==> src/hw/rtl/tsam_pkg.sv <==
// ----------------------------------------------------------------------------
// tsam_pkg
// Shared types and constants for the topological sort unit.
// ----------------------------------------------------------------------------
package tsam_pkg;

	// width of the vertex_count register
	localparam int VC_W = 6;
	// width of a vertex id on the ports
	localparam int VID_W = 5;
	// vertex_count after reset
	localparam logic [VC_W-1:0] VC_RESET = 6'd32;

	typedef enum logic [2:0] {
		S_LOAD,   // taking edges
		S_SWEEP,  // outer sweep over root vertices
		S_ROW,    // adjacency row read for stack top
		S_SCAN,   // pick lowest unvisited neighbor, push or pop
		S_POP,    // reload stack top from stack memory
		S_RD,     // order memory read
		S_OUT     // result held on output
	} state_t;

endpackage

==> src/hw/rtl/tsam_pick.sv <==
// ----------------------------------------------------------------------------
// tsam_pick
// Lowest-set-bit finder: flags whether any candidate bit is set and gives
// the index of the lowest one.
// ----------------------------------------------------------------------------
module tsam_pick #(
	parameter int W = 32
) (
	input  logic [W-1:0]         cand,
	output logic                 hit,
	output logic [$clog2(W)-1:0] idx
);

	localparam int IW = $clog2(W);

	logic [W-1:0] iso;

	// isolate the lowest set bit, then encode the one-hot result
	assign iso = cand & (~cand + W'(1));
	assign hit = |cand;

	always_comb begin
		idx = '0;
		for (int i = 0; i < W; i++) begin
			if (iso[i]) begin
				idx = idx | IW'(i);
			end
		end
	end

endmodule

==> src/hw/rtl/topo_sort_adjacency_matrix_unit.sv <==
// ----------------------------------------------------------------------------
// topo_sort_adjacency_matrix_unit
// Depth-first topological sort over an adjacency matrix held in memory.
// ----------------------------------------------------------------------------
// Edge transactions (from_vertex != to_vertex) are taken while loading and
// each one inside the graph sets one bit of the adjacency memory. A
// transaction with equal vertices closes loading and starts the search
// over n = vertex_count vertices (0 read as 1, clamped to MAX_VERTICES).
// The search is a small sequencer around a single lowest-unvisited-neighbor
// picker: a tree edge takes a registered adjacency row read and a scan, a
// finished vertex a scan and, unless it is a root, a stack pop and a row
// read. The n results then follow one at a time, each read from the order
// memory and held until taken, with last_of_order on the final one. No
// input transaction is taken from the closing edge until the final result
// is delivered; the matrix and visited marks then clear at once.
// ----------------------------------------------------------------------------
module topo_sort_adjacency_matrix_unit #(
	parameter int MAX_VERTICES = 32
) (
	input  logic                        clk,
	input  logic                        arst_n,
	input  logic                        cfg_valid,
	output logic                        cfg_ready,
	input  logic [tsam_pkg::VC_W-1:0]   cfg_data,
	input  logic                        in_valid,
	output logic                        in_stall,
	input  logic [tsam_pkg::VID_W-1:0]  from_vertex,
	input  logic [tsam_pkg::VID_W-1:0]  to_vertex,
	output logic                        out_valid,
	input  logic                        out_stall,
	output logic [tsam_pkg::VID_W-1:0]  vertex,
	output logic                        last_of_order
);

	localparam int VW = $clog2(MAX_VERTICES);
	localparam int CW = $clog2(MAX_VERTICES + 1);

	tsam_pkg::state_t state_q, state_d;

	logic [tsam_pkg::VC_W-1:0] vc_q;
	logic [CW-1:0]             n_use;
	logic [CW-1:0]             n_q;
	logic [MAX_VERTICES-1:0]   visited_q;
	logic [MAX_VERTICES-1:0]   row_vld_q;
	logic [CW-1:0]             depth_q;
	logic [CW-1:0]             fill_q;
	logic [CW-1:0]             sweep_q;
	logic [VW-1:0]             k_q;
	logic [VW-1:0]             top_q;

	logic [MAX_VERTICES-1:0]   adj_mem [MAX_VERTICES];
	logic [MAX_VERTICES-1:0]   adj_rd_q;
	logic                      adj_rd_vld_q;
	logic [VW-1:0]             stk_mem [MAX_VERTICES];
	logic [VW-1:0]             stk_rd_q;
	logic [VW-1:0]             ord_mem [MAX_VERTICES];
	logic [VW-1:0]             ord_rd_q;

	logic                      in_acc, out_acc, closing, edge_ok, is_last;
	logic [VW-1:0]             from_idx, to_idx, sweep_idx;
	logic [MAX_VERTICES-1:0]   to_oh, nmask, cand;
	logic                      pick_hit;
	logic [VW-1:0]             pick_idx;
	logic                      adj_we, stk_we, ord_we, can_push;

	// ---------------------------------------------------------------- decode
	assign in_acc    = in_valid & ~in_stall;
	assign out_acc   = out_valid & ~out_stall;
	assign closing   = (from_vertex == to_vertex);
	assign from_idx  = VW'(from_vertex);
	assign to_idx    = VW'(to_vertex);
	assign sweep_idx = sweep_q[VW-1:0];
	assign is_last   = ((CW'(k_q) + CW'(1)) == n_q);
	assign can_push  = (int'(depth_q) < MAX_VERTICES);

	always_comb begin
		if (vc_q == '0) begin
			n_use = CW'(1);
		end else if (int'(vc_q) > MAX_VERTICES) begin
			n_use = CW'(MAX_VERTICES);
		end else begin
			n_use = CW'(vc_q);
		end
	end

	assign edge_ok = (int'(from_vertex) < int'(n_use)) && (int'(to_vertex) < int'(n_use));

	always_comb begin
		for (int i = 0; i < MAX_VERTICES; i++) begin
			to_oh[i] = (to_idx == VW'(i));
			nmask[i] = (i < int'(n_q));
		end
	end

	// neighbors of the stack top that are still open and inside the graph
	assign cand = (adj_rd_vld_q ? adj_rd_q : '0) & ~visited_q & nmask;

	tsam_pick #(
		.W(MAX_VERTICES)
	) u_pick (
		.cand(cand),
		.hit (pick_hit),
		.idx (pick_idx)
	);

	assign adj_we = (state_q == tsam_pkg::S_LOAD) && in_acc && !closing && edge_ok;
	assign stk_we = (state_q == tsam_pkg::S_SCAN) && pick_hit && can_push;
	assign ord_we = (state_q == tsam_pkg::S_SCAN) && !pick_hit && (fill_q != '0);

	// ------------------------------------------------------------ next state
	always_comb begin
		state_d = state_q;
		unique case (state_q)
			tsam_pkg::S_LOAD: begin
				if (in_acc && closing) begin
					state_d = tsam_pkg::S_SWEEP;
				end
			end
			tsam_pkg::S_SWEEP: begin
				if (sweep_q == n_q) begin
					state_d = tsam_pkg::S_RD;
				end else if (!visited_q[sweep_idx]) begin
					state_d = tsam_pkg::S_ROW;
				end
			end
			tsam_pkg::S_ROW: begin
				state_d = tsam_pkg::S_SCAN;
			end
			tsam_pkg::S_SCAN: begin
				if (pick_hit) begin
					state_d = tsam_pkg::S_ROW;
				end else if (depth_q == CW'(1)) begin
					state_d = tsam_pkg::S_SWEEP;
				end else begin
					state_d = tsam_pkg::S_POP;
				end
			end
			tsam_pkg::S_POP: begin
				state_d = tsam_pkg::S_ROW;
			end
			tsam_pkg::S_RD: begin
				state_d = tsam_pkg::S_OUT;
			end
			tsam_pkg::S_OUT: begin
				if (out_acc) begin
					state_d = is_last ? tsam_pkg::S_LOAD : tsam_pkg::S_RD;
				end
			end
			default: begin
				state_d = tsam_pkg::S_LOAD;
			end
		endcase
	end

	// --------------------------------------------------------------- outputs
	always_comb begin
		cfg_ready     = 1'b1;
		in_stall      = (state_q != tsam_pkg::S_LOAD);
		out_valid     = (state_q == tsam_pkg::S_OUT);
		vertex        = tsam_pkg::VID_W'(ord_rd_q);
		last_of_order = is_last;
	end

	// ------------------------------------------------------- control/datapath
	always_ff @(posedge clk or negedge arst_n) begin
		if (!arst_n) begin
			state_q   <= tsam_pkg::S_LOAD;
			vc_q      <= tsam_pkg::VC_RESET;
			n_q       <= CW'(1);
			visited_q <= '0;
			row_vld_q <= '0;
			depth_q   <= '0;
			fill_q    <= '0;
			sweep_q   <= '0;
			k_q       <= '0;
			top_q     <= '0;
		end else begin
			state_q <= state_d;
			if (cfg_valid && cfg_ready) begin
				vc_q <= cfg_data;
			end
			unique case (state_q)
				tsam_pkg::S_LOAD: begin
					if (in_acc) begin
						if (closing) begin
							n_q     <= n_use;
							fill_q  <= n_use;
							sweep_q <= '0;
							k_q     <= '0;
						end else if (edge_ok) begin
							row_vld_q[from_idx] <= 1'b1;
						end
					end
				end
				tsam_pkg::S_SWEEP: begin
					if (sweep_q != n_q) begin
						if (visited_q[sweep_idx]) begin
							sweep_q <= sweep_q + CW'(1);
						end else begin
							visited_q[sweep_idx] <= 1'b1;
							top_q                <= sweep_idx;
							depth_q              <= CW'(1);
						end
					end
				end
				tsam_pkg::S_SCAN: begin
					if (pick_hit) begin
						visited_q[pick_idx] <= 1'b1;
						if (can_push) begin
							top_q   <= pick_idx;
							depth_q <= depth_q + CW'(1);
						end
					end else begin
						// top vertex finished: pop it into the order store
						depth_q <= depth_q - CW'(1);
						if (fill_q != '0) begin
							fill_q <= fill_q - CW'(1);
						end
					end
				end
				tsam_pkg::S_POP: begin
					top_q <= stk_rd_q;
				end
				tsam_pkg::S_OUT: begin
					if (out_acc) begin
						if (is_last) begin
							visited_q <= '0;
							row_vld_q <= '0;
							k_q       <= '0;
						end else begin
							k_q <= k_q + VW'(1);
						end
					end
				end
				default: begin
				end
			endcase
		end
	end

	// -------------------------------------------------------------- memories
	// rows not written since the last clear read as zero via row_vld_q
	always_ff @(posedge clk) begin
		if (adj_we) begin
			if (row_vld_q[from_idx]) begin
				adj_mem[from_idx][to_idx] <= 1'b1;
			end else begin
				adj_mem[from_idx] <= to_oh;
			end
		end
		adj_rd_q     <= adj_mem[top_q];
		adj_rd_vld_q <= row_vld_q[top_q];
	end

	// stack memory holds every entry below the top; top lives in top_q
	always_ff @(posedge clk) begin
		if (stk_we) begin
			stk_mem[VW'(depth_q - CW'(1))] <= top_q;
		end
		stk_rd_q <= stk_mem[VW'(depth_q - CW'(2))];
	end

	always_ff @(posedge clk) begin
		if (ord_we) begin
			ord_mem[VW'(fill_q - CW'(1))] <= top_q;
		end
		ord_rd_q <= ord_mem[k_q];
	end

`ifndef SYNTHESIS
	// the search must be fully unwound before results go out
	assert property (@(posedge clk) disable iff (!arst_n)
		out_valid |-> (depth_q == '0))
		else $error("result shown with search stack not empty");

	// every vertex of the graph must have been placed before emitting
	assert property (@(posedge clk) disable iff (!arst_n)
		out_valid |-> (fill_q == '0))
		else $error("result shown with order store not full");

	// delivering the final vertex returns the block to edge loading
	assert property (@(posedge clk) disable iff (!arst_n)
		(out_valid && !out_stall && last_of_order) |=> !in_stall)
		else $error("not back to loading after final vertex");
`endif

endmodule

==> config.mk <==
export PLATFORM = sky130hd
export DESIGN_NAME = topo_sort_adjacency_matrix_unit
export DESIGN_NICKNAME = d
export VERILOG_FILES = /design/src/hw/rtl/tsam_pkg.sv /design/src/hw/rtl/tsam_pick.sv /design/src/hw/rtl/topo_sort_adjacency_matrix_unit.sv
export SDC_FILE = /design/constraint.sdc
export NUM_CORES = 2
export LEC_CHECK = 0
export BUFFER_PORTS_ARGS = -buffer_cell sky130_fd_sc_hd__buf_2
export CAP_MARGIN = 20
export CORE_AREA = 2 2 350 352
export CTS_CLUSTER_SIZE = 30
export DETAILED_ROUTE_END_ITERATION = 8
export DIE_AREA = 0 0 352 354
export PLACE_DENSITY = 0.7
export RECOVER_POWER = 100
export SKIP_CTS_REPAIR_TIMING = 1
export SYNTH_ARGS = -nofsm -noshare
export SYNTH_HDL_FRONTEND = slang
export SYNTH_SLANG_ARGS = --single-unit
export TNS_END_PERCENT = 30
==> constraint.sdc <==
create_clock -name clk -period 4.6 [get_ports clk]
set_input_delay 0.23 -clock clk [delete_from_list [all_inputs] [get_ports clk]]
set_output_delay 0.23 -clock clk [all_outputs]
set_load 0.01 [all_outputs]
# Word-level counts from Yosys, hierarchy flattened
# Memories as Yosys holds them, arrays and structs flattened. A register that Yosys moved wholly into a read port is not among the register bits.
# Cells that the tools add are included.
# W data, S select, Z words.
[totals]
word_cells = 390
mem_count = 3
reg_bits = 108
out_inout_bits = 9
mem_bits_rw = 1344
inputBits = 21
[mem_list]
columns = ["name", "depth", "word_bits", "read_ports", "rd_ports_with_merged_regs", "wr", "line_no", "rtl"]
rows = [
  ["adj_mem", 32, 32, 1, 1, 1, "topo_sort_adjacency_matrix_unit.sv:51", "logic [MAX_VERTICES-1:0] adj_mem [MAX_VERTICES];"],
  ["ord_mem", 32, 5, 1, 1, 1, "topo_sort_adjacency_matrix_unit.sv:56", "logic [VW-1:0] ord_mem [MAX_VERTICES];"],
  ["stk_mem", 32, 5, 1, 1, 1, "topo_sort_adjacency_matrix_unit.sv:54", "logic [VW-1:0] stk_mem [MAX_VERTICES];"],
]
[classes]
bitwise_logic = 44
n_reduce_logical = 36
n_eq_ne = 58
n_mux = 185
addsub = 8
n_lt_le_gt_ge = 45
[ops]
columns = ["operator", "count"]
rows = [
  ["$mux W32", 23],
  ["$mux W6", 33],
  ["$mux W5", 36],
  ["$and A32 B32 Y32", 3],
  ["$lt A5 B6 Y1 const A", 16],
  ["$or A32 B32 Y32", 3],
  ["$pmux W32 S3", 1],
  ["$eq A5 B5 Y1 const B", 16],
  ["$not A32 Y32", 2],
  ["$pmux W32 S2", 1],
  ["$mux W3", 19],
  ["$mux W1", 49],
  ["$lt A4 B6 Y1 const A", 8],
  ["$eq A5 B4 Y1 const B", 8],
  ["$pmux W6 S2", 3],
  ["$add A32 B1 Y32 const B", 1],
  ["$mux W4", 8],
  ["$or A1 B1 Y1", 32],
  ["$reduce_or A32 Y1", 1],
  ["$lt A5 B6 Y1 const B", 5],
  ["$lt A3 B6 Y1 const A", 4],
  ["$pmux W3 S7", 1],
  ["$demux W1 S5", 4],
  ["$eq A5 B3 Y1 const B", 4],
  ["41 further kinds", 95],
]

# Longest topological paths before layout
[logic_depth]
depth_word = 45
depth_mapped = 15
depth_no_buf = 10

# Hierarchy
# A second synthesis with hierarchy kept.
[hier_totals]
hier_cells = 4432
hier_area_um2 = 67315.8
[modules_own_cells]
columns = ["module", "area_per_inst_um2", "cells_per_inst", "seq_area_each_um2", "instances"]
rows = [
  ["topo_sort_adjacency_matrix_unit", 66734.0, 4344, 43899.6, 1],
  ["tsam_pick", 581.8, 88, 0.0, 1],
]

# Least setup slack after synthesis
# No wires, ideal clock.
[synth_path]
kind = "register to register"
startpoint = "register vc_q[5] in the netlist's numbering"
endpoint = "memory adj_mem[0][1], data pin"
slack_ps = 861
arrival_time_ps = 3240
path_buffers = 1
required_time_ps = 4100
setup_time_ps = 500
period_less_slack_ps = 3739
stages_incl_launch_ff = 11
cell_sequence = "dfstp_2 clkinv_1 nand2_1 ha_1 a21o_1 a21o_1 a2111oi_0 o311ai_0 nor2b_1 clkbuf_1 o21ai_0"
[synth_between]
elab_chain_cells = 10
word_cells_on_any_way = 12
cone_classes = "order compare: 3; mux: 6; reduce/logical: 3"
[synth_lines]
columns = ["element", "line_no", "rtl"]
rows = [
  ["start: declaration", "topo_sort_adjacency_matrix_unit.sv:40", "logic [tsam_pkg::VC_W-1:0] vc_q;"],
  ["start signal: assignment", "topo_sort_adjacency_matrix_unit.sv:168", "vc_q <= tsam_pkg::VC_RESET;"],
  ["start signal: assignment", "topo_sort_adjacency_matrix_unit.sv:180", "vc_q <= cfg_data;"],
  ["$gt A6 B6 Y1", "topo_sort_adjacency_matrix_unit.sv:79", "end else if (int'(vc_q) > MAX_VERTICES) begin"],
  ["$mux W6", "topo_sort_adjacency_matrix_unit.sv:79", ""],
  ["$mux W6", "topo_sort_adjacency_matrix_unit.sv:77", "if (vc_q == '0) begin"],
  ["$mux W6 *", "topo_sort_adjacency_matrix_unit.sv:77", ""],
  ["$lt A5 B6 Y1", "topo_sort_adjacency_matrix_unit.sv:86", "assign edge_ok = (int'(from_vertex) < int'(n_use)) && (int'(to_vertex) < int'(n_use));"],
  ["$logic_and A1 B1 Y1 *", "topo_sort_adjacency_matrix_unit.sv:86", ""],
  ["$logic_and A1 B1 Y1 *", "topo_sort_adjacency_matrix_unit.sv:106", "assign adj_we = (state_q == tsam_pkg::S_LOAD) && in_acc && !closing && edge_ok;"],
  ["$mux W1 *", "topo_sort_adjacency_matrix_unit.sv:244", "if (adj_we) begin"],
  ["$mux W1 (not written as such) *", "topo_sort_adjacency_matrix_unit.sv:248", "adj_mem[from_idx] <= to_oh;"],
  ["$mux W1 (no source line) *", "n/a", ""],
  ["end: declaration", "topo_sort_adjacency_matrix_unit.sv:51", ""],
]
# Mark *: on every way between the ends. The rest lies on a longest branch, timed or not. The select of a mux whose other input is x is not followed.

# Worst setup path after layout
[layout_path]
startpoint = "register n_q[5]"
endpoint = "register visited_q[18]"
[layout_between]
elab_chain_cells = 44
word_cells_on_any_way = 83
cone_classes = "add/sub: 1; order compare: 34; eq/ne: 5; mux: 36; bitwise: 4; reduce/logical: 3"
[layout_lines]
columns = ["element", "line_no", "rtl"]
rows = [
  ["start: declaration", "topo_sort_adjacency_matrix_unit.sv:42", "logic [CW-1:0] n_q;"],
  ["start signal: assignment", "topo_sort_adjacency_matrix_unit.sv:186", "n_q <= n_use;"],
  ["$lt A1 B6 Y1", "topo_sort_adjacency_matrix_unit.sv:91", "nmask[i] = (i < int'(n_q));"],
  ["$and A32 B32 Y32", "topo_sort_adjacency_matrix_unit.sv:96", "assign cand = (adj_rd_vld_q ? adj_rd_q : '0) & ~visited_q & nmask;"],
  ["$not A32 Y32", "tsam_pick.sv:19", "assign iso = cand & (~cand + W'(1));"],
  ["$add A32 B1 Y32", "tsam_pick.sv:19", ""],
  ["$and A32 B32 Y32", "tsam_pick.sv:19", ""],
  ["$mux W1", "tsam_pick.sv:25", "if (iso[i]) begin"],
  ["$mux W2 (2 in series)", "tsam_pick.sv:25", ""],
  ["$mux W3 (4 in series)", "tsam_pick.sv:25", ""],
  ["[... 24 more ...]", "n/a", ""],
  ["$lt A5 B6 Y1 (not written as such) / $ge A5 B1 Y1 (equally long branches)", "topo_sort_adjacency_matrix_unit.sv:208", "visited_q[pick_idx] <= 1'b1;"],
  ["$logic_and A1 B1 Y1 (not written as such)", "topo_sort_adjacency_matrix_unit.sv:208", ""],
  ["$mux W1 (not written as such)", "topo_sort_adjacency_matrix_unit.sv:208", ""],
  ["$demux W1 S5", "topo_sort_adjacency_matrix_unit.sv:208", ""],
  ["$or A32 B32 Y32 (no source line)", "n/a", ""],
  ["$mux W32", "topo_sort_adjacency_matrix_unit.sv:207", "if (pick_hit) begin"],
  ["$mux W32", "topo_sort_adjacency_matrix_unit.sv:182", "unique case (state_q)"],
  ["$pmux W32 S3", "topo_sort_adjacency_matrix_unit.sv:182", ""],
  ["end signal: indexed assignment", "topo_sort_adjacency_matrix_unit.sv:200", "visited_q[sweep_idx] <= 1'b1;"],
  ["end signal: indexed assignment", "topo_sort_adjacency_matrix_unit.sv:208", ""],
  ["end signal: assignment", "topo_sort_adjacency_matrix_unit.sv:227", "visited_q <= '0;"],
  ["end: declaration", "topo_sort_adjacency_matrix_unit.sv:43", "logic [MAX_VERTICES-1:0] visited_q;"],
]
# Several ways; a longest one is shown, not always the timed one. The select of a mux whose other input is x is not followed.
# A chain may end at the register's enable or synchronous reset.

==> summary.json <==
{
  "die_h": {"value": 354, "unit": "um"},
  "number_of_max_cap_violations": {"value": 10},
  "critical_path.max_stage_delay": {"value": 1060, "unit": "ps"},
  "finalSetupTns": {"value": 0, "unit": "ps"},
  "drtIter0Drc": {"value": 5065},
  "clock-root-buffer": {"value": "sky130_fd_sc_hd__clkbuf_16"},
  "final_setup_violation_count": {"value": 0},
  "synth_cell_types": {"value": 97},
  "fill_cells": {"value": 8981},
  "fp.dieArea": {"value": 0.125, "unit": "mm2"},
  "worst_slew_pin_slew": {"value": 2690, "unit": "ps"},
  "gp_routability_congestion": {"value": 0.924},
  "ctsLongestPathBuffers": {"value": 3},
  "worstSetupPathType": {"value": "reg -> reg"},
  "setup_repair_after_global_routing_missed_its_margin": {"value": "no"},
  "drtPass1Iterations": {"value": 5},
  "failed_checks": {"value": "max-capacitance violations, max-slew violations"},
  "floorplan.die.width": {"value": 352, "unit": "um"},
  "synth_seq_cells": {"value": 1494},
  "cts_sinks": {"value": 1494},
  "final_layout_size_suffix_gt1_share": {"value": 20.3, "unit": "%"},
  "worst_path_max_delay_cell": {"value": "sky130_fd_sc_hd__o41ai_1"},
  "clock_input_transition_at_the_sequential_cells_of_the_worst_setup_and_hold_paths": {"value": 60, "unit": "ps"},
  "core_area": {"value": 0.121, "unit": "mm2"},
  "slew_violations": {"value": 374},
  "final_period_minus_worst_setup_slack": {"value": 4320, "unit": "ps"},
  "grt_antenna_before_repair": {"value": 10},
  "postSynthCellCount": {"value": 4477},
  "worst_hold_path_type": {"value": "in -> reg"},
  "layout_area_growth_over_synthesis": {"value": 11.4, "unit": "%"},
  "cpLargestDelayFamily": {"value": "simple AND/OR/NAND/NOR gates"},
  "sequential_standard_cell_area": {"value": 0.0439, "unit": "mm2"},
  "max_freq": {"value": 0.231, "unit": "GHz"},
  "power.density": {"value": 545, "unit": "mW/mm2"},
  "critPathLaunchType": {"value": "flop"},
  "postSynthAreaPerCell": {"value": 14.7, "unit": "um2"},
  "clk_latency": {"value": 790, "unit": "ps"},
  "synth_edf_count": {"value": 1344},
  "timing.critical_path.cells": {"value": "buf_4 -> nor4_4 -> a211oi_1 -> or2_1 -> or4_4 -> or3_4 -> o41ai_1 -> nand4_1 -> o21ai_0"},
  "outcome": {"value": "finished, violations left"},
  "vias_per_cell": {"value": 6.37},
  "num_rows": {"value": 128},
  "place.port_buffers": {"value": 28},
  "numCtsBuffers": {"value": 153},
  "grt_start_max_net_pins": {"value": 69},
  "required": {"value": 5270, "unit": "ps"},
  "clock-skew-final": {"value": 32.0, "unit": "ps"},
  "grt.total_usage": {"value": 27.2, "unit": "%"},
  "gr-total-overflow": {"value": 0},
  "final_util": {"value": 60.7, "unit": "%"},
  "io_pins": {"value": 30},
  "dp_hpwl": {"value": 101, "unit": "mm"},
  "syn-num-nets": {"value": 4524},
  "cell_area_after_technology_mapping": {"value": 0.0659, "unit": "mm2"},
  "effective_utilization_at_floorplan": {"value": 54.5, "unit": "%"},
  "synth.yosys.seq_area_share": {"value": 66.6, "unit": "%"},
  "timing.final.hold_violations": {"value": 0},
  "final_net_count": {"value": 4524},
  "async_reset_ff_share": {"value": 7.16, "unit": "%"},
  "number_of_levels_in_the_clock_h_tree": {"value": 4},
  "multi_input_area": {"value": 0.0206, "unit": "mm2"},
  "critical_path.max_fanout": {"value": 18},
  "timing.critical_path.buf_inv": {"value": 1},
  "routed_wirelength": {"value": 169, "unit": "mm"},
  "worstSetupEndpointType": {"value": "flop"},
  "number_of_global_route_vias_before_repair": {"value": 39083},
  "worst_ir_drop_vdd": {"value": 0.457, "unit": "mV"},
  "p_leak": {"value": 0.0250, "unit": "uW"},
  "tritoncts": {"value": "built"},
  "yosys_most_used_dff": {"value": "sky130_fd_sc_hd__edfxtp_1"},
  "detailroute.via_count": {"value": 39690},
  "first_pass_grt_wire_length": {"value": 251, "unit": "mm"},
  "worst_ep_arrival_time": {"value": 5000, "unit": "ps"},
  "synthesis.yosys.warnings": {"value": 0},
  "setup.reg_to_reg.worst_slack": {"value": 280, "unit": "ps"},
  "relSlewSlack": {"value": -79.6, "unit": "%"},
  "drc": {"value": 0},
  "drt-wirelength-per-cell": {"value": 27.1, "unit": "um"},
  "period_share": {"value": 94.0, "unit": "%"},
  "final_antenna_net_count": {"value": 0}
}
## cell usage after synthesis, types with 26 or more instances
master | count | share of area, %
sky130_fd_sc_hd__buf_1 | 43 | 0.24
sky130_fd_sc_hd__edfxtp_1 | 1344 | 61
sky130_fd_sc_hd__nand2_1 | 151 | 0.86
sky130_fd_sc_hd__dfxtp_1 | 43 | 1.3
sky130_fd_sc_hd__mux4_2 | 416 | 14
sky130_fd_sc_hd__nor3_1 | 39 | 0.30
sky130_fd_sc_hd__nor4_1 | 45 | 0.43
sky130_fd_sc_hd__o21ai_0 | 84 | 0.64
sky130_fd_sc_hd__clkbuf_1 | 330 | 1.9
sky130_fd_sc_hd__inv_1 | 31 | 0.18
sky130_fd_sc_hd__a31oi_1 | 31 | 0.29
sky130_fd_sc_hd__mux2_2 | 46 | 0.79
sky130_fd_sc_hd__a21oi_1 | 79 | 0.60
sky130_fd_sc_hd__o21a_1 | 39 | 0.44
sky130_fd_sc_hd__nand2b_1 | 29 | 0.28
sky130_fd_sc_hd__o221ai_1 | 26 | 0.35
sky130_fd_sc_hd__dfrtp_1 | 105 | 4.0
sky130_fd_sc_hd__nand3_1 | 32 | 0.24
sky130_fd_sc_hd__ha_1 | 26 | 0.49
sky130_fd_sc_hd__mux2i_1 | 45 | 0.68
sky130_fd_sc_hd__nor2_1 | 1167 | 6.6
## power by group
group,internal [uW],switching (uW),leakage [uW]
Sequential,16100,1050,0.0140
Combinational,4410,6040,0.00855
Clock,7160,5260,0.00243
## cells by family (layout without fill, tap and decap cells)
| family | after synthesis | count (layout) | share of synthesized area (%) |
|---|---|---|---|
| AND/OR/NAND/NOR | 1600 | 1600 | 10.3 |
| flip-flops | 1494 | 1494 | 66.6 |
| multiplexers | 507 | 507 | 15.7 |
| buffers and inverters | 422 | 546 | 2.45 |
| AO/OA/AOI/OAI | 401 | 401 | 4.10 |
| adder cells (fa/ha/maj) | 26 | 26 | 0.494 |
| XOR/XNOR | 26 | 26 | 0.345 |
| other | 1 | 9 | 0.00569 |
## worst paths after layout
kind / start / cells past startpoint / endpoint
max: n_q[5]$_DFFE_PN0P_ / 9 / visited_q[18]$_DFFE_PN0P_
min: in_valid / 4 / k_q[4]$_DFFE_PN0P_
max reg2reg: n_q[5]$_DFFE_PN0P_ / 9 / visited_q[18]$_DFFE_PN0P_
min reg2reg: row_vld_q[14]$_DFFE_PN0P_ / 1 / row_vld_q[14]$_DFFE_PN0P_
max in group asynchronous: arst_n / 3 / row_vld_q[1]$_DFFE_PN0P_
min in group asynchronous: arst_n / 2 / k_q[2]$_DFFE_PN0P_
## flip-flops by register name, summed over array words and instances, names as in the netlist, 3 cells and up
name,cells
adj_rd_q,32
adj_mem,1024
top_q,5
stk_rd_q,5
n_q,6
fill_q,6
stk_mem,160
ord_mem,160
vc_q,6
depth_q,6
sweep_q,6
state_q,3
vertex,5
visited_q,32
row_vld_q,32
k_q,5
## per-layer routing
layer	vias to the layer above	GRT usage, %	routed length [um]
met3	381	5.23	16000
met5	-	0	32
li1	16929	-	-
met2	1988	44.2	83300
met1	20386	36.6	63200
met4	6	10.7	6690
## through the flow
| stage | hold slack [ps] | power, uW | area (um2) | instances | worst slack (ps) |
|---|---|---|---|---|---|
| global route | 123 | 41400 | 73400 | 6227 | 65.3 |
| finish | 77.3 | 40000 | 73400 | 6234 | 277 |
| floorplan | -65.6 | 24300 | 65900 | 4477 | 861 |
| detailed placement | 259 | 27800 | 68700 | 5918 | 299 |
| CTS | -589 | 40100 | 73700 | 6197 | 303 |
| global placement | 264 | 27700 | 68600 | 5916 | 362 |
## worst register-to-register path, stage by stage (launching register included)
cell and delay, ps:
sky130_fd_sc_hd__dfrtp_1 520, sky130_fd_sc_hd__buf_4 280, sky130_fd_sc_hd__nor4_4 340, sky130_fd_sc_hd__a211oi_1 160, sky130_fd_sc_hd__or2_1 310, sky130_fd_sc_hd__or4_4 580, sky130_fd_sc_hd__or3_4 370, sky130_fd_sc_hd__o41ai_1 1070
sky130_fd_sc_hd__nand4_1 330, sky130_fd_sc_hd__o21ai_0 270
## layout by cell type (no fill, tap or decap), types with 38 or more instances in the layout
master / n
sky130_fd_sc_hd__edfxtp_1: 1344
sky130_fd_sc_hd__dfxtp_1: 43
sky130_fd_sc_hd__buf_4: 76
sky130_fd_sc_hd__nor3_1: 38
sky130_fd_sc_hd__nor4_1: 44
sky130_fd_sc_hd__dfrtp_1: 103
sky130_fd_sc_hd__mux4_2: 416
sky130_fd_sc_hd__mux2i_1: 45
sky130_fd_sc_hd__nor2_1: 1161
sky130_fd_sc_hd__clkbuf_2: 59
sky130_fd_sc_hd__nand2_1: 141
sky130_fd_sc_hd__o21a_1: 39
sky130_fd_sc_hd__clkbuf_1: 64
sky130_fd_sc_hd__clkbuf_16: 158
sky130_fd_sc_hd__a21oi_1: 51
sky130_fd_sc_hd__o21ai_0: 82
## cell type report
| cell class | instances | area share (%) |
|---|---|---|
| clock buffer | 198 | 5.67 |
| sequential | 1494 | 59.8 |
| clock inverter | 81 | 1.15 |
| multi-input combinational | 2561 | 28.0 |
| antenna | 8 | 0.0273 |
| inverter | 32 | 0.164 |
| timing repair buffer | 235 | 2.44 |
| tap | 1625 | 2.77 |
Power figures use the tool's default switching activity.
